`config.mk`:
```
export PLATFORM = sky130hd
export DESIGN_NAME = countdown_timer_state_machine_core
export DESIGN_NICKNAME = d
export VERILOG_FILES = /design/src/rtl/cdt_pkg.sv /design/src/rtl/countdown_timer_state_machine_core.sv
export SDC_FILE = /design/constraint.sdc
export NUM_CORES = 1
export LEC_CHECK = 0
export BUFFER_PORTS_ARGS = -buffer_cell sky130_fd_sc_hd__buf_2
export CAP_MARGIN = 20
export CORE_ASPECT_RATIO = 2
export CORE_MARGIN = 2
export CORE_UTILIZATION = 35
export CTS_BUF_LIST = sky130_fd_sc_hd__clkbuf_8
export CTS_CLUSTER_DIAMETER = 150
export DETAILED_ROUTE_END_ITERATION = 10
export GPL_TIMING_DRIVEN = 1
export PLACE_DENSITY = 0.57
export SLEW_MARGIN = 20
export SYNTH_ARGS = -nofsm -noshare
export SYNTH_HDL_FRONTEND = slang
export SYNTH_SLANG_ARGS = --single-unit
```
`constraint.sdc`:
```
create_clock -name clk -period 5.3 [get_ports clk]
set_input_delay 0.53 -clock clk [delete_from_list [all_inputs] [get_ports clk]]
set_output_delay 0.53 -clock clk [all_outputs]
set_load 0.01 [all_outputs]
```
`src/rtl/cdt_pkg.sv`:
```
// Package with types, codes and constants of the countdown timer core.
package cdt_pkg;

  localparam int TIME_WIDTH  = 20;
  localparam int STEP_WIDTH  = 12;
  localparam int PHASE_WIDTH = 4;
  localparam int CFG_IDX_WIDTH = 2;

  localparam logic [TIME_WIDTH-1:0]  TIME_MAX          = {TIME_WIDTH{1'b1}};
  localparam logic [STEP_WIDTH-1:0]  TIME_STEP_RESET   = STEP_WIDTH'(60);
  localparam logic [PHASE_WIDTH-1:0] BEEP_PHASE_RESET  = PHASE_WIDTH'(5);
  localparam logic [PHASE_WIDTH-1:0] COUNT_PHASE_RESET = PHASE_WIDTH'(10);

  typedef enum logic [2:0] {
    MODE_IDLE  = 3'd0,
    MODE_SET   = 3'd1,
    MODE_COUNT = 3'd2,
    MODE_PAUSE = 3'd3,
    MODE_STAT  = 3'd4
  } mode_t;

  localparam logic [2:0] ACT_INC   = 3'd0;
  localparam logic [2:0] ACT_DEC   = 3'd1;
  localparam logic [2:0] ACT_TICK  = 3'd2;
  localparam logic [2:0] ACT_START = 3'd3;
  localparam logic [2:0] ACT_ABORT = 3'd4;

  localparam logic [1:0] ST_HANDLED = 2'd0;
  localparam logic [1:0] ST_IGNORED = 2'd1;
  localparam logic [1:0] ST_TRANS   = 2'd2;

  localparam logic [1:0] MSG_NONE   = 2'd0;
  localparam logic [1:0] MSG_SET    = 2'd1;
  localparam logic [1:0] MSG_PAUSED = 2'd2;
  localparam logic [1:0] MSG_PROD   = 2'd3;

  localparam logic [CFG_IDX_WIDTH-1:0] CFG_TIME_STEP   = CFG_IDX_WIDTH'(0);
  localparam logic [CFG_IDX_WIDTH-1:0] CFG_BEEP_PHASE  = CFG_IDX_WIDTH'(1);
  localparam logic [CFG_IDX_WIDTH-1:0] CFG_COUNT_PHASE = CFG_IDX_WIDTH'(2);

  typedef struct packed {
    logic [2:0]             action;
    logic [PHASE_WIDTH-1:0] sub_tick;
  } in_item_t;

  typedef struct packed {
    logic [1:0]            status;
    logic [2:0]            mode_now;
    logic                  show_time;
    logic [TIME_WIDTH-1:0] time_shown;
    logic [1:0]            message;
    logic                  clear_display;
    logic                  beep;
  } out_item_t;

endpackage

```
`src/rtl/countdown_timer_state_machine_core.sv`:
```
// Countdown timer core: mode state machine, time counters and result buffer.
// An accepted result is registered in out_r, or in skid_r while out_r waits.
// Throughput: one transaction per cycle unless the skid entry is full; mode and
// counters update in one combinational pass between state and result registers.
// A two-entry result buffer keeps accepting while one result waits downstream.
// Reset (synchronous, rst_n low): idle mode, counters zero, registers at defaults.
module countdown_timer_state_machine_core
  import cdt_pkg::*;
(
  input  logic                     clk,
  input  logic                     rst_n,
  input  logic                     in_valid,
  output logic                     in_ready,
  input  in_item_t                 in_data,
  output logic                     out_valid,
  input  logic                     out_ready,
  output out_item_t                out_data,
  input  logic                     cfg_we,
  input  logic [CFG_IDX_WIDTH-1:0] cfg_index,
  input  logic [STEP_WIDTH-1:0]    cfg_wdata
);

  logic [STEP_WIDTH-1:0]  time_step_r;
  logic [PHASE_WIDTH-1:0] beep_phase_r;
  logic [PHASE_WIDTH-1:0] count_phase_r;

  mode_t                 mode_r, mode_nxt;
  logic [TIME_WIDTH-1:0] rem_r, rem_nxt;
  logic [TIME_WIDTH-1:0] ela_r, ela_nxt;
  logic [TIME_WIDTH-1:0] prod_r, prod_nxt;
  logic [1:0]            status_nxt;

  out_item_t res_nxt;
  out_item_t out_r, out_nxt;
  out_item_t skid_r, skid_nxt;
  logic      out_valid_r, out_valid_nxt;
  logic      skid_valid_r, skid_valid_nxt;

  logic                  accept;
  logic                  out_pop;
  logic [TIME_WIDTH-1:0] step_ext;
  logic [TIME_WIDTH:0]   rem_sum;
  logic [TIME_WIDTH-1:0] rem_add;
  logic [TIME_WIDTH-1:0] rem_sub;
  logic [TIME_WIDTH-1:0] rem_m1;
  logic [TIME_WIDTH:0]   ela_sum;
  logic [TIME_WIDTH-1:0] ela_inc;
  logic [TIME_WIDTH:0]   prod_sum;
  logic                  rem_ge_step;
  logic                  rem_le_one;
  logic                  is_beep_tick;
  logic                  is_count_tick;

  assign accept    = in_valid && in_ready;
  assign out_pop   = out_valid_r && out_ready;
  assign in_ready  = !skid_valid_r;
  assign out_valid = out_valid_r;
  assign out_data  = out_r;

  assign step_ext      = TIME_WIDTH'(time_step_r);
  assign rem_sum       = {1'b0, rem_r} + {1'b0, step_ext};
  assign rem_add       = rem_sum[TIME_WIDTH] ? TIME_MAX : rem_sum[TIME_WIDTH-1:0];
  assign rem_ge_step   = rem_r >= step_ext;
  assign rem_sub       = rem_ge_step ? rem_r - step_ext : rem_r;
  assign rem_le_one    = (rem_r[TIME_WIDTH-1:1] == '0);
  assign rem_m1        = (rem_r == '0) ? rem_r : rem_r - TIME_WIDTH'(1);
  assign ela_sum       = {1'b0, ela_r} + (TIME_WIDTH+1)'(1);
  assign ela_inc       = ela_sum[TIME_WIDTH] ? TIME_MAX : ela_sum[TIME_WIDTH-1:0];
  assign is_beep_tick  = (in_data.action == ACT_TICK) && (in_data.sub_tick == beep_phase_r);
  assign is_count_tick = (in_data.action == ACT_TICK) && (in_data.sub_tick == count_phase_r);

  always_comb begin
    mode_nxt   = mode_r;
    status_nxt = ST_IGNORED;
    unique case (mode_r)
      MODE_IDLE: begin
        priority if (in_data.action == ACT_INC) begin
          mode_nxt   = MODE_SET;
          status_nxt = ST_TRANS;
        end else if (in_data.action == ACT_START) begin
          mode_nxt   = MODE_STAT;
          status_nxt = ST_TRANS;
        end else if (is_beep_tick) begin
          status_nxt = ST_HANDLED;
        end else begin
          status_nxt = ST_IGNORED;
        end
      end
      MODE_SET: begin
        priority if (in_data.action == ACT_INC || in_data.action == ACT_DEC) begin
          status_nxt = ST_TRANS;
        end else if (in_data.action == ACT_START) begin
          if (rem_ge_step) begin
            mode_nxt = MODE_COUNT;
          end
          status_nxt = ST_TRANS;
        end else if (in_data.action == ACT_ABORT) begin
          mode_nxt   = MODE_IDLE;
          status_nxt = ST_TRANS;
        end else begin
          status_nxt = ST_IGNORED;
        end
      end
      MODE_COUNT: begin
        priority if (in_data.action == ACT_START) begin
          mode_nxt   = MODE_PAUSE;
          status_nxt = ST_TRANS;
        end else if (is_count_tick) begin
          if (rem_le_one) begin
            mode_nxt   = MODE_IDLE;
            status_nxt = ST_TRANS;
          end else begin
            status_nxt = ST_HANDLED;
          end
        end else begin
          status_nxt = ST_IGNORED;
        end
      end
      MODE_PAUSE: begin
        priority if (in_data.action == ACT_INC || in_data.action == ACT_DEC) begin
          mode_nxt   = MODE_SET;
          status_nxt = ST_TRANS;
        end else if (in_data.action == ACT_START) begin
          mode_nxt   = MODE_COUNT;
          status_nxt = ST_TRANS;
        end else begin
          status_nxt = ST_IGNORED;
        end
      end
      MODE_STAT: begin
        if (is_count_tick) begin
          mode_nxt   = MODE_IDLE;
          status_nxt = ST_TRANS;
        end
      end
      default: begin
        mode_nxt   = mode_r;
        status_nxt = ST_IGNORED;
      end
    endcase
  end

  always_comb begin
    rem_nxt  = rem_r;
    ela_nxt  = ela_r;
    prod_nxt = prod_r;
    prod_sum = '0;
    res_nxt  = '0;

    unique case (mode_r)
      MODE_IDLE: begin
        if (in_data.action == ACT_INC) begin
          rem_nxt = rem_add;
        end
        res_nxt.beep = (status_nxt == ST_HANDLED);
      end
      MODE_SET: begin
        priority if (in_data.action == ACT_INC) begin
          rem_nxt            = rem_add;
          res_nxt.show_time  = 1'b1;
          res_nxt.time_shown = rem_add;
        end else if (in_data.action == ACT_DEC) begin
          rem_nxt            = rem_sub;
          res_nxt.show_time  = 1'b1;
          res_nxt.time_shown = rem_sub;
        end else begin
          rem_nxt = rem_r;
        end
      end
      MODE_COUNT: begin
        if (in_data.action != ACT_START && is_count_tick) begin
          rem_nxt            = rem_m1;
          ela_nxt            = ela_inc;
          res_nxt.show_time  = 1'b1;
          res_nxt.time_shown = rem_m1;
        end
      end
      MODE_PAUSE: begin
        priority if (in_data.action == ACT_INC) begin
          rem_nxt = rem_add;
        end else if (in_data.action == ACT_DEC) begin
          rem_nxt = rem_sub;
        end else begin
          rem_nxt = rem_r;
        end
      end
      default: begin
        rem_nxt = rem_r;
      end
    endcase

    if (status_nxt == ST_TRANS) begin
      if (mode_r == MODE_COUNT) begin
        prod_sum = {1'b0, prod_r} + {1'b0, ela_nxt};
        prod_nxt = prod_sum[TIME_WIDTH] ? TIME_MAX : prod_sum[TIME_WIDTH-1:0];
        ela_nxt  = '0;
      end else begin
        res_nxt.clear_display = 1'b1;
      end
      unique case (mode_nxt)
        MODE_IDLE: begin
          rem_nxt            = '0;
          ela_nxt            = '0;
          res_nxt.show_time  = 1'b1;
          res_nxt.time_shown = '0;
          res_nxt.message    = MSG_SET;
        end
        MODE_SET: begin
          res_nxt.show_time  = 1'b1;
          res_nxt.time_shown = rem_nxt;
        end
        MODE_PAUSE: begin
          res_nxt.message = MSG_PAUSED;
        end
        MODE_STAT: begin
          res_nxt.show_time  = 1'b1;
          res_nxt.time_shown = prod_nxt;
          res_nxt.message    = MSG_PROD;
        end
        default: begin
          res_nxt.message = MSG_NONE;
        end
      endcase
    end

    res_nxt.status   = status_nxt;
    res_nxt.mode_now = mode_nxt;
  end

  always_comb begin
    out_nxt        = out_r;
    skid_nxt       = skid_r;
    out_valid_nxt  = out_valid_r;
    skid_valid_nxt = skid_valid_r;
    priority if (skid_valid_r) begin
      if (out_pop) begin
        out_nxt        = skid_r;
        skid_valid_nxt = 1'b0;
      end
    end else if (accept) begin
      if (!out_valid_r || out_pop) begin
        out_nxt       = res_nxt;
        out_valid_nxt = 1'b1;
      end else begin
        skid_nxt       = res_nxt;
        skid_valid_nxt = 1'b1;
      end
    end else if (out_pop) begin
      out_valid_nxt = 1'b0;
    end else begin
      out_valid_nxt = out_valid_r;
    end
  end

  always_ff @(posedge clk) begin
    if (!rst_n) begin
      time_step_r   <= TIME_STEP_RESET;
      beep_phase_r  <= BEEP_PHASE_RESET;
      count_phase_r <= COUNT_PHASE_RESET;
    end else if (cfg_we) begin
      unique case (cfg_index)
        CFG_TIME_STEP:   time_step_r   <= cfg_wdata;
        CFG_BEEP_PHASE:  beep_phase_r  <= cfg_wdata[PHASE_WIDTH-1:0];
        CFG_COUNT_PHASE: count_phase_r <= cfg_wdata[PHASE_WIDTH-1:0];
        default: begin
        end
      endcase
    end
  end

  always_ff @(posedge clk) begin
    if (!rst_n) begin
      mode_r       <= MODE_IDLE;
      rem_r        <= '0;
      ela_r        <= '0;
      prod_r       <= '0;
      out_valid_r  <= 1'b0;
      skid_valid_r <= 1'b0;
    end else begin
      if (accept) begin
        mode_r <= mode_nxt;
        rem_r  <= rem_nxt;
        ela_r  <= ela_nxt;
        prod_r <= prod_nxt;
      end
      out_valid_r  <= out_valid_nxt;
      skid_valid_r <= skid_valid_nxt;
    end
  end

  always_ff @(posedge clk) begin
    out_r  <= out_nxt;
    skid_r <= skid_nxt;
  end

  a_skid_implies_out: assert property (@(posedge clk) disable iff (!rst_n)
    skid_valid_r |-> out_valid_r)
    else $error("skid entry held without a pending result");

  a_time_zero_when_hidden: assert property (@(posedge clk) disable iff (!rst_n)
    (out_valid_r && !out_r.show_time) |-> (out_r.time_shown == '0))
    else $error("time value present without display request");

  a_clear_on_transition: assert property (@(posedge clk) disable iff (!rst_n)
    (out_valid_r && out_r.clear_display) |-> (out_r.status == ST_TRANS))
    else $error("display cleared without a transition");

  a_ignored_keeps_state: assert property (@(posedge clk) disable iff (!rst_n)
    (accept && status_nxt == ST_IGNORED) |=>
      (mode_r == $past(mode_r) && rem_r == $past(rem_r) && prod_r == $past(prod_r)))
    else $error("ignored transaction changed state");

  a_count_exit_clears_elapsed: assert property (@(posedge clk) disable iff (!rst_n)
    (accept && mode_r == MODE_COUNT && status_nxt == ST_TRANS) |=> (ela_r == '0))
    else $error("elapsed time kept after leaving countdown");

endmodule
```
# Yosys cells after proc, flatten, opt, wreduce, memory -nomap -nowiden
# Index checks and enable logic that the tools add are counted.
# Widths: inputs -> output; s select.
# word_totals
regBits,145
in_bits,26
output_inout_bits,32
word_cells,141
# classes
add_sub_neg,5
n_lt_le_gt_ge,1
n_eq_ne,19
muxes,64
bitwise,2
reduce_logical,27
# ops
operator,count
$mux 20,17
$mux 30,4
$mux 21,3
$pmux 21 s3,1
$pmux 20 s3,1
$pmux 21 s2,1
$mux 3,12
$mux 24,1
$mux 2,11
$add 20x1->21 const B,1
$add 20x12->21,1
$add 20x20->21,1
$ge 20x12->1,1
$logic_not 20->1,1
$sub 20x1->20 const B,1
$sub 20x12->20,1
$logic_not 19->1,1
$eq 3x2->1 const B,5
$pmux 3 s5,1
$mux 1,10
$pmux 2 s5,1
$eq 3x1->1 const B,3
$eq 3x3->1 const B,3
$logic_not 3->1,3
other kinds (15),33

# Depth between registers and ports, before layout
# Gate-level depths: netlist (run 1).
# logic_depth
word_depth,13
depth_mapped,20
mapped_depth_nobuf,19

# Least setup slack after synthesis (run 1)
# Ideal clock, no wire load.
# synth_timing
path_type,input to register
from,input in_data[4] (netlist name)
to,register out_r (netlist bit out_data[10]) (data pin)
setup_time_ns,0.160
arrival_time_ns,4.466
required_ns,5.140
slack_ns,0.674
stages,20
path_buffers,4
path_cell_list,clkbuf_1 nor4b_1 nand3_1 clkbuf_1 clkbuf_1 clkbuf_1 nor2_1 a21oi_1 ha_1 inv_1 fa_1 nor2b_1 o31a_1 o22ai_1 o31ai_1 nor4_1 o21ai_0 o22ai_1 or2_2 a41oi_1
# synth_lines
element,line_no,rtl
start: declaration,countdown_timer_state_machine_core.sv:14,"input in_item_t in_data,"
end signal: assignment,countdown_timer_state_machine_core.sv:292,out_r <= out_nxt;
end: declaration,countdown_timer_state_machine_core.sv:34,"out_item_t out_r, out_nxt;"

==> results of run 1 <==
## sequential cells by signal, indices dropped and copies added (netlist names)
name           flops
rem_r             20
prod_r            20
ela_r             20
beep_phase_r       4
out_data          30
count_phase_r      4
time_step_r       12
skid_r            30
mode_r             3
skid_valid_r       1
out_valid          1
## where the power goes
part | switching (mW) | total [mW] | internal, mW
Clock | 0.496 | 0.871 | 0.376
Combinational | 0.538 | 0.809 | 0.270
Sequential | 0.0293 | 1.25 | 1.22
## metal layers
metal  routed length, um  GRT usage
met3                1424    0.03503
met4                3874     0.2050
met2               21640     0.4775
met5                   0          0
met1               13420     0.2322
## final cells by class
cell class | instances | area, um^2 | area share
Timing Repair Buffer | 109 | 695.7 | 0.05838
Multi-Input combinational cell | 1041 | 6713 | 0.5633
Tap cell | 368 | 460.4 | 0.03864
Antenna cell | 1 | 2.502 | 0.0002100
Sequential cell | 145 | 3503 | 0.2940
Clock buffer | 17 | 234.0 | 0.01963
Inverter | 46 | 172.7 | 0.01449
Clock inverter | 15 | 135.1 | 0.01134
## through the flow
stage | worst slack, ns | cells
2_1_floorplan | 0.6742 | 1305
3_3_place_gp | 0.3507 | 1708
3_5_place_dp | 0.2972 | 1708
4_1_cts | 0.3570 | 1740
5_1_grt | 0.08212 | 1741
6_report | 0.4732 | 1742
## worst reg2reg max path: cells and delay by family (launching register included)
kind,cells,cell delay (ns)
buf+inv,2,0.23
fa+ha+maj,2,0.67
compound gates,7,1.47
simple gates,9,1.84
flops,1,0.48
## kinds of logic after synthesis
family / count (synthesis) / share of synthesized area
compound gates: 415 / 0.2628
flops: 145 / 0.3292
fa+ha+maj: 49 / 0.05972
xor+xnor: 67 / 0.05514
buf+inv: 119 / 0.04456
mux: 33 / 0.03351
simple gates: 477 / 0.2151
## worst max-delay path by stage
stage,from,to,slack [ns],cells past startpoint
2_1_floorplan,in_data[4],out_data[10]$_DFFE_PP_,0.67,20
3_3_place_gp,in_data[3],out_data[10]$_DFFE_PP_,0.35,19
3_5_place_dp,in_data[3],out_data[10]$_DFFE_PP_,0.30,19
4_1_cts,ela_r[11]$_SDFFE_PN0P_,out_data[10]$_DFFE_PP_,0.36,20
5_1_grt,ela_r[11]$_SDFFE_PN0P_,out_data[10]$_DFFE_PP_,0.08,20
6_report,ela_r[11]$_SDFFE_PN0P_,out_data[10]$_DFFE_PP_,0.47,20
## repair_timing
item / CTS / global route
hold buffers: 0 / 0
setup buffers: 0 / 0
gates resized for setup: 0 / 1
endpoints found under the setup margin: 0 / 2
## placed cells by master, fill, tap and decap left out, drive strengths merged, types with 15 or more instances in the layout
cell type,count
a211oi,19
a21oi,112
a22o,15
and3,17
buf,109
clkbuf,17
dfxtp,85
edfxtp,60
ha,46
inv,51
mux2,21
nand2,145
nand3,37
nor2,132
nor3,33
nor4,15
o21a,15
o21ai,88
xnor2,32
xor2,35
==> flow_summary.toml, run 1 <==
[outcome]
status = "finished clean"

[die]
initial_utilization = 0.3540
ios = 58
row_count = 90
die_h_um = 250.6
coreArea_um2 = 30070
dieArea_um2 = 31900
die_x_um = 127.3

[clock_network]
numCtsBuffers = 17
tritoncts = "done"
clockBufferDepth = 2
clk_pin_slew_ns = 0.09
clk_latency_ns = 0.50
htree_levels = 4
clock-sinks = 145
clock_tree.root_cell = "clkbuf_8"

[worst_setup_path]
r2r.worst_path.cells = 20
r2r_start = "ela_r[11]$_SDFFE_PN0P_"
worstPathMaxFanout = 8
crit_type = "reg2reg"
max_stage_delay_ns = 0.48
r2r_end = "out_data[10]$_DFFE_PP_"
cpMaxStageDelayCell = "dfxtp_1"
endpoint_kind = "flip-flop"
regToRegSetupSlack_ns = 0.47
cpLargestDelayFamily = "simple AND/OR/NAND/NOR gates"
path_buf_inv = 2
cp.required_ns = 5.64
cp_cell_sequence = "and4_1 -> and3_1 -> nand4_1 -> or2_2 -> nor2_1 -> nor2_1 -> a21oi_1 -> ha_1 -> inv_1 -> fa_1 -> nor2b_1 -> o31a_1 -> o22ai_1 -> buf_4 -> o31ai_1 -> nor4_1 -> o21ai_1 -> o22ai_1 -> or2_2 -> a41oi_1"
cp-start-kind = "flip-flop"
worstPathArrival_ns = 5.17

[synth]
ys_ff_latch = 145
synth_area_um2 = 10640
synth_area_leaders = "edfxtp_1 17%, dfxtp_1 16%, ha_1 5.4%"
synth-edff-count = 60
ys_seq_area_frac = 0.3292
ys_warn_count = 0
ys_top_cells_by_count = "143 x nand2_1, 131 x nor2_1, 109 x a21oi_1"
synth_top_area_frac = 0.1693
ys_async_sr_fraction = 0
syn_inst = 1305
synth_ff_type = "dfxtp_1"
synth_most_common_cell = "nand2_1"
synth_cell_types = 85
synthesis.nets = 1380
syn_area_per_cell_um2 = 8.155
yosysTopAreaCell = "edfxtp_1"

[finish]
syn_to_final_growth_pct = 11.97
utilization = 0.3963
nFillCells = 3044
fin_area_um2 = 11920
nets = 1435
layout-drive-gt1-share = 0.1508

[worst_hold_path]
hold-path-endpoint = "skid_valid_r$_SDFF_PN0_"
worstHoldStart = "out_ready"
min_path_cells = 2
worstHoldPathType = "in2reg"

[sta]
fmax_mhz = 207.2
fin_hold_ws_ns = 0.2264
finalClockSkew_ns = 0.01548
rsz0062_at_grt = "false"
worst_pin_slew_ns = 1.135
setup_tns_ns = 0
report.final.slew_viol_count = 0
finalHoldViolations = 0
finalCriticalPeriod_ns = 4.827
setup_violations = 0
fin_crit_sh = 0.9107
relSlewSlack = 0.2407

[placed_design]
placed_area_um2 = 11520
dp.final_hpwl_mm = 31.67
gp_congestion = 0.9782
io_buffers = 57

[routing]
drt_pre_antenna_iters = 7
drt-total-wl_mm = 40.36
wl_per_cell_um = 23.17
avgViaCountPerCell = 5.979
vias = 10420
detail-route-antenna-nets = 0
drtIter0Drc = 714
drcViolationCount = 0

[grt]
grt-ovfl-total = 0
grt_usage = 0.2522
grt_pass1_vias = 10620
antenna_found_initial = 0
grt_pass1_wl_mm = 61.13
grt_max_degree = 38

[job]
cap_violations = 0

[power]
power.total_mw = 2.932
p_per_area_nw_per_um2 = 246.1
peakVddDrop_mv = 0.1551
leakage_nw = 4.718
No activity file was read; power rests on OpenSTA's default activity.
==> run 2: changes to the inputs <==
--- a/config.mk
+++ b/config.mk
@@ -9,12 +9,12 @@
 export CAP_MARGIN = 20
 export CORE_ASPECT_RATIO = 2
 export CORE_MARGIN = 2
-export CORE_UTILIZATION = 35
+export CORE_UTILIZATION = 60
 export CTS_BUF_LIST = sky130_fd_sc_hd__clkbuf_8
 export CTS_CLUSTER_DIAMETER = 150
 export DETAILED_ROUTE_END_ITERATION = 10
 export GPL_TIMING_DRIVEN = 1
-export PLACE_DENSITY = 0.57
+export PLACE_DENSITY = 0.84
 export SLEW_MARGIN = 20
 export SYNTH_ARGS = -nofsm -noshare
 export SYNTH_HDL_FRONTEND = slang
==> run 2 against run 1 <==
Sequential cell count unchanged. Count of clock-buffer cells in the layout unchanged. Sequential power about the same. Routed wire length decreased by 11%. Worst setup slack improved by 0.018 ns. Critical path depth decreased by 1. Utilization increased by 27 points. Die area decreased by 41%. Register-to-register slack improved by 0.02 ns. Combinational power decreased by 8.0%. Final cell count decreased by 10%. Critical endpoint unchanged. Largest cell class unchanged.
==> flow_summary.toml, run 2 (synthesized netlist as in run 1, its figures left out) <==
[sta]
finalClockSkew_ns = 0.01478
fmax_mhz = 208.0
finalHoldViolations = 0
report.final.slew_viol_count = 0
setup_tns_ns = 0
fin_hold_ws_ns = 0.2521
worst_pin_slew_ns = 1.246
setup_violations = 0
relSlewSlack = 0.1622
rsz0062_at_grt = "false"
finalCriticalPeriod_ns = 4.809
fin_crit_sh = 0.9073

[routing]
avgViaCountPerCell = 6.747
detail-route-antenna-nets = 0
vias = 10540
drtIter0Drc = 888
drcViolationCount = 0
drt_pre_antenna_iters = 6
wl_per_cell_um = 23.01
drt-total-wl_mm = 35.95

[grt]
grt_pass1_wl_mm = 55.69
grt_usage = 0.3823
grt_max_degree = 38
grt-ovfl-total = 0
grt_pass1_vias = 10410
antenna_found_initial = 1

[placed_design]
gp_congestion = 1.034
io_buffers = 57
dp.final_hpwl_mm = 27.62

[finish]
layout-drive-gt1-share = 0.1383
nets = 1414
final_common_cell = "nand2_1"
nFillCells = 1510
multi_input_area_um2 = 6696
syn_to_final_growth_pct = 8.617
final_cell_mix = "143 x nand2_1, 131 x nor2_1, 108 x a21oi_1, 86 x o21ai_0, 85 x dfxtp_1"
regArea_um2 = 3503
utilization = 0.6660
diodes = 0

[power]
peakVddDrop_mv = 0.2707
p_per_area_nw_per_um2 = 254.0
leakage_nw = 4.627

[worst_setup_path]
max_stage_delay_ns = 0.48
cpMaxStageDelayCell = "dfxtp_1"
crit_start = "ela_r[11]$_SDFFE_PN0P_"
endpoint_kind = "flip-flop"
r2r.worst_path.cells = 19
regToRegSetupSlack_ns = 0.49
cp_cell_sequence = "and4_1 -> and3_1 -> nand4_1 -> or2_2 -> nor2_1 -> nor2_1 -> a21oi_1 -> ha_1 -> inv_1 -> fa_1 -> nor2b_1 -> o31a_1 -> o22ai_1 -> o31ai_1 -> nor4_1 -> o21ai_1 -> o22ai_1 -> or2_2 -> a41oi_1"
r2r_start = "ela_r[11]$_SDFFE_PN0P_"
cp.required_ns = 5.61
path_buf_inv = 1
cpLargestDelayFamily = "simple AND/OR/NAND/NOR gates"
r2r_end = "out_data[10]$_DFFE_PP_"
worstPathArrival_ns = 5.12
crit_type = "reg2reg"
cp-start-kind = "flip-flop"
worstPathMaxFanout = 8

[die]
row_count = 68
die_x_um = 98.18
coreArea_um2 = 17360
ios = 58
initial_utilization = 0.6132
dieArea_um2 = 18880
die_h_um = 192.4

[clock_network]
htree_levels = 4
numCtsBuffers = 17
tritoncts = "done"
clockBufferDepth = 2
clock_tree.root_cell = "clkbuf_8"
clk_pin_slew_ns = 0.09
clk_latency_ns = 0.48
cts_setup_buffers = 0
clock-sinks = 145

[worst_hold_path]
worstHoldStart = "out_ready"
worstHoldPathType = "in2reg"
hold-path-endpoint = "skid_valid_r$_SDFF_PN0_"
min_path_cells = 2

[job]
cap_violations = 0

[outcome]
status = "finished clean"
==> run 2: stage by stage <==
step	instance area, um^2	total power [mW]	cells	setup WS, ns
2_1_floorplan	10640	1.774	1305	0.6742
3_3_place_gp	11150	2.002	1530	0.4724
4_1_cts	11560	2.920	1562	0.4078
3_5_place_dp	11150	2.010	1530	0.3705
6_report	11560	2.936	1562	0.4912
5_1_grt	11560	3.041	1562	0.06677
==> run 2: area by class of cell <==
type	instances	area share
tap	210	0.02273
clock inverter	15	0.01494
inverter	46	0.01494
multi-input combinational	1041	0.5793
timing repair buffer	88	0.04481
sequential	145	0.3031
clock buffer	17	0.02024
==> run 2: how the worst max path moves through the flow <==
| stage | cells past startpoint | slack [ns] | to |
|---|---|---|---|
| 2_1_floorplan | 20 | 0.67 | out_data[10]$_DFFE_PP_ |
| 5_1_grt | 19 | 0.07 | out_data[10]$_DFFE_PP_ |
| 4_1_cts | 19 | 0.41 | out_data[10]$_DFFE_PP_ |
| 6_report | 19 | 0.49 | out_data[10]$_DFFE_PP_ |
| 3_5_place_dp | 17 | 0.37 | out_data[10]$_DFFE_PP_ |
| 3_3_place_gp | 16 | 0.47 | prod_r[0]$_SDFFE_PN0P_ |
==> run 2: timing repair <==
action                     4_1_cts  5_1_grt
hold buffers                     0        0
hold endpoints to repair         0        0
resized for setup                0        1
setup endpoints to repair        0        1
==> run 2: metal layers <==
layer | part of all wire | up-vias | global-route usage
met5 | 0 | - | 0
met4 | 0.096 | 0 | 0.3282
met3 | 0.056 | 181 | 0.05505
met2 | 0.51 | 483 | 0.6886
met1 | 0.34 | 4964 | 0.3784
li1 | - | 4911 | -
==> run 2: report_power, final <==
part           switching, mW  total (mW)  internal (mW)
clock network          0.493       0.927          0.434
logic                  0.492       0.744          0.252
registers             0.0415        1.26           1.22
==> run 3: changes to the inputs <==
--- a/config.mk
+++ b/config.mk
@@ -5,9 +5,9 @@
 export SDC_FILE = /design/constraint.sdc
 export NUM_CORES = 1
 export LEC_CHECK = 0
+export ABC_AREA = 1
 export BUFFER_PORTS_ARGS = -buffer_cell sky130_fd_sc_hd__buf_2
 export CAP_MARGIN = 20
-export CORE_ASPECT_RATIO = 2
 export CORE_MARGIN = 2
 export CORE_UTILIZATION = 60
 export CTS_BUF_LIST = sky130_fd_sc_hd__clkbuf_8
@@ -15,6 +15,7 @@
 export DETAILED_ROUTE_END_ITERATION = 10
 export GPL_TIMING_DRIVEN = 1
 export PLACE_DENSITY = 0.84
+export SKIP_CTS_REPAIR_TIMING = 1
 export SLEW_MARGIN = 20
 export SYNTH_ARGS = -nofsm -noshare
 export SYNTH_HDL_FRONTEND = slang
==> run 3 against run 2 <==
Clock skew increased by 0.0046 ns. Hold slack improved by 0.041 ns. Sequential share of layout area decreased by 3.3 points. Die area up 13%. Sequential cell count stayed put. Synthesized cell count rose by 46%. Count of clock-buffer cells in the layout unchanged. Critical path type unchanged. Largest cell class unchanged. Highest routed layer unchanged.
==> flow_summary.toml, run 3 <==
[clock_network]
clk_latency_ns = 0.47
clock-sinks = 145
clk_pin_slew_ns = 0.10
clock_tree.root_cell = "clkbuf_8"
numCtsBuffers = 17
tritoncts = "done"
clockBufferDepth = 2
htree_levels = 4

[synth]
ys_ff_latch = 145
yosysTopAreaCell = "nand2_1"
synth_top_area_frac = 0.1722
synth_area_um2 = 12160
ys_top_cells_by_count = "558 x nand2_1, 186 x inv_1, 183 x nand3_1"
synth_area_leaders = "nand2_1 17%, edfxtp_1 15%, dfxtp_1 14%"
syn_area_per_cell_um2 = 6.391
ys_warn_count = 0
synth-edff-count = 60
ys_async_sr_fraction = 0
synth_ff_type = "dfxtp_1"
synth_cell_types = 55
syn_inst = 1903
synthesis.nets = 1978
ys_seq_area_frac = 0.2881
synth_most_common_cell = "nand2_1"

[worst_setup_path]
crit_start = "ela_r[0]$_SDFFE_PN0P_"
crit_path_end = "out_data[16]$_DFFE_PP_"
cp_num_cells = 26
max_stage_delay_ns = 0.46
endpoint_kind = "flip-flop"
cpMaxStageDelayCell = "dfxtp_1"
path_buf_inv = 4
path_common_cell = "nand2_1"
cp-start-kind = "flip-flop"
crit_type = "reg2reg"
cpLargestDelayFamily = "simple AND/OR/NAND/NOR gates"
regToRegSetupSlack_ns = 0.54
worstPathMaxFanout = 7
worstPathArrival_ns = 5.00
r2r_end = "out_data[16]$_DFFE_PP_"
cp.required_ns = 5.53
r2r.worst_path.cells = 26
r2r_start = "ela_r[0]$_SDFFE_PN0P_"

[routing]
avgViaCountPerCell = 6.098
top_layer = "met4"
drt-total-wl_mm = 41.56
wl_met3_mm = 4.096
drt_pre_antenna_iters = 6
vias = 13370
detail-route-antenna-nets = 0
drcViolationCount = 0
wl_met1_mm = 17.01
dr_wl_met2_mm = 18.18
wl_per_cell_um = 18.95
drtIter0Drc = 1457

[job]
cap_violations = 0

[sta]
finalHoldViolations = 0
setup_violations = 0
relSlewSlack = 0.2694
fmax_mhz = 210.0
finalClockSkew_ns = 0.01934
report.final.slew_viol_count = 0
worst_pin_slew_ns = 1.089
finalCriticalPeriod_ns = 4.762
rsz0062_at_grt = "false"
fin_crit_sh = 0.8985
setup_tns_ns = 0

[finish]
final_cell_mix = "558 x nand2_1, 185 x inv_1, 183 x nand3_1, 142 x nor2_1, 132 x a21oi_1"
syn_to_final_growth_pct = 6.492
diodes = 0
nFillCells = 1920
utilization = 0.6463
layout-drive-gt1-share = 0.09100
final_common_cell = "nand2_1"
nets = 1985

[grt]
grt_pass1_vias = 12300
grt_pass1_wl_mm = 65.52
grt-ovfl-total = 0
grt_usage = 0.3857
grt_max_degree = 58
antenna_found_initial = 0

[power]
peakVddDrop_mv = 0.1511
power.total_mw = 3.322
p_per_area_nw_per_um2 = 256.5
leakage_nw = 5.977

[die]
die_x_um = 146.4
coreArea_um2 = 20040
ios = 58
dieArea_um2 = 21420
row_count = 52
die_h_um = 146.4
initial_utilization = 0.6069

[placed_design]
io_buffers = 57
gp_congestion = 1.016
dp.final_hpwl_mm = 30.60

[outcome]
status = "finished clean"

[worst_hold_path]
worstHoldPathType = "in2reg"
[run 3: cell count changes after synthesis, moves of 22 or more]
cell / previous run / this run
buf_2: 7 / 35
nand3_1: 37 / 183
o21ai_0: 87 / 117
nand2_1: 143 / 558
inv_1: 43 / 186
nand4_1: 13 / 51
o211ai_1: 9 / 31
a21oi_1: 109 / 133
[run 3: layer usage]
metal / global-route usage / vias up
met5: 0 / -
met4: 0.2087 / 0
met3: 0.05344 / 152
met2: 0.5969 / 787
met1: 0.5244 / 6076
li1: - / 6357
[run 3: power breakdown]
group / switching [mW] / total, mW / internal [mW]
sequential: 0.0766 / 1.32 / 1.24
clock: 0.567 / 0.932 / 0.365
combinational: 0.761 / 1.08 / 0.314
total: 1.40 / 3.32 / 1.92
[run 3: how the worst min path moves through the flow]
| stage | start | to | cells past startpoint |
|---|---|---|---|
| 2_1_floorplan | beep_phase_r[1]$_SDFFE_PN0P_ | beep_phase_r[1]$_SDFFE_PN0P_ | 2 |
| 3_3_place_gp | beep_phase_r[1]$_SDFFE_PN0P_ | beep_phase_r[1]$_SDFFE_PN0P_ | 2 |
| 3_5_place_dp | count_phase_r[2]$_SDFFE_PN0P_ | count_phase_r[2]$_SDFFE_PN0P_ | 2 |
| 4_1_cts | cfg_wdata[5] | time_step_r[5]$_SDFFE_PN1P_ | 3 |
| 5_1_grt | cfg_wdata[5] | time_step_r[5]$_SDFFE_PN1P_ | 3 |
| 6_report | cfg_wdata[5] | time_step_r[5]$_SDFFE_PN1P_ | 3 |
[run 3: kinds of logic after synthesis]
| logic type | synth area share |
|---|---|
| AO/OA/AOI/OAI | 0.1615 |
| buffers and inverters | 0.1003 |
| AND/OR/NAND/NOR | 0.3669 |
| XOR/XNOR | 0.03097 |
| adder cells (fa/ha/maj) | 0.05226 |
| flip-flops | 0.2881 |
[run 3: worst register-to-register path, stage by stage, from the launching register on]
cell     delay, ns
dfxtp_1       0.46
ha_1          0.24
nand2_1       0.09
nor3_1        0.29
inv_1         0.12
nor3_2        0.21
a21oi_1       0.14
nand2_1       0.08
o21ai_0       0.08
inv_1         0.12
ha_1          0.28
inv_1         0.12
fa_1          0.43
inv_1         0.11
nand3_1       0.07
and2_1        0.21
o21ai_1       0.21
a21oi_1       0.15
o21ai_1       0.23
xnor2_1       0.20
nand3_1       0.16
nand3_1       0.19
nand2_1       0.08
nand2_1       0.07
nand2_1       0.07
nand2_1       0.07
nand2_1       0.05
[run 3: metrics by stage]
| stage | cell area (um^2) | setup slack (ns) | hold slack, ns | instances |
|---|---|---|---|---|
| 6_report | 12950 | 0.5377 | 0.2935 | 2193 |
| 5_1_grt | 12950 | 0.1471 | 0.3015 | 2193 |
| 4_1_cts | 12950 | 0.3037 | 0.2878 | 2193 |
| 3_5_place_dp | 12530 | 0.3981 | 0.4733 | 2161 |
| 3_3_place_gp | 12530 | 0.3299 | 0.4619 | 2161 |
| 2_1_floorplan | 12160 | 1.304 | 0.4451 | 1903 |
[run 3: cell type report]
cell class              instances  area (um^2)  share of cell area
clock buffers                  17        234.0             0.01807
clock inverters                15        180.2             0.01391
inverters                     202        759.5             0.05864
multi-input cells            1462         7463              0.5763
flip-flops and latches        145         3503              0.2705
well taps                     270        337.8             0.02608
repair buffers                 82        473.0             0.03652
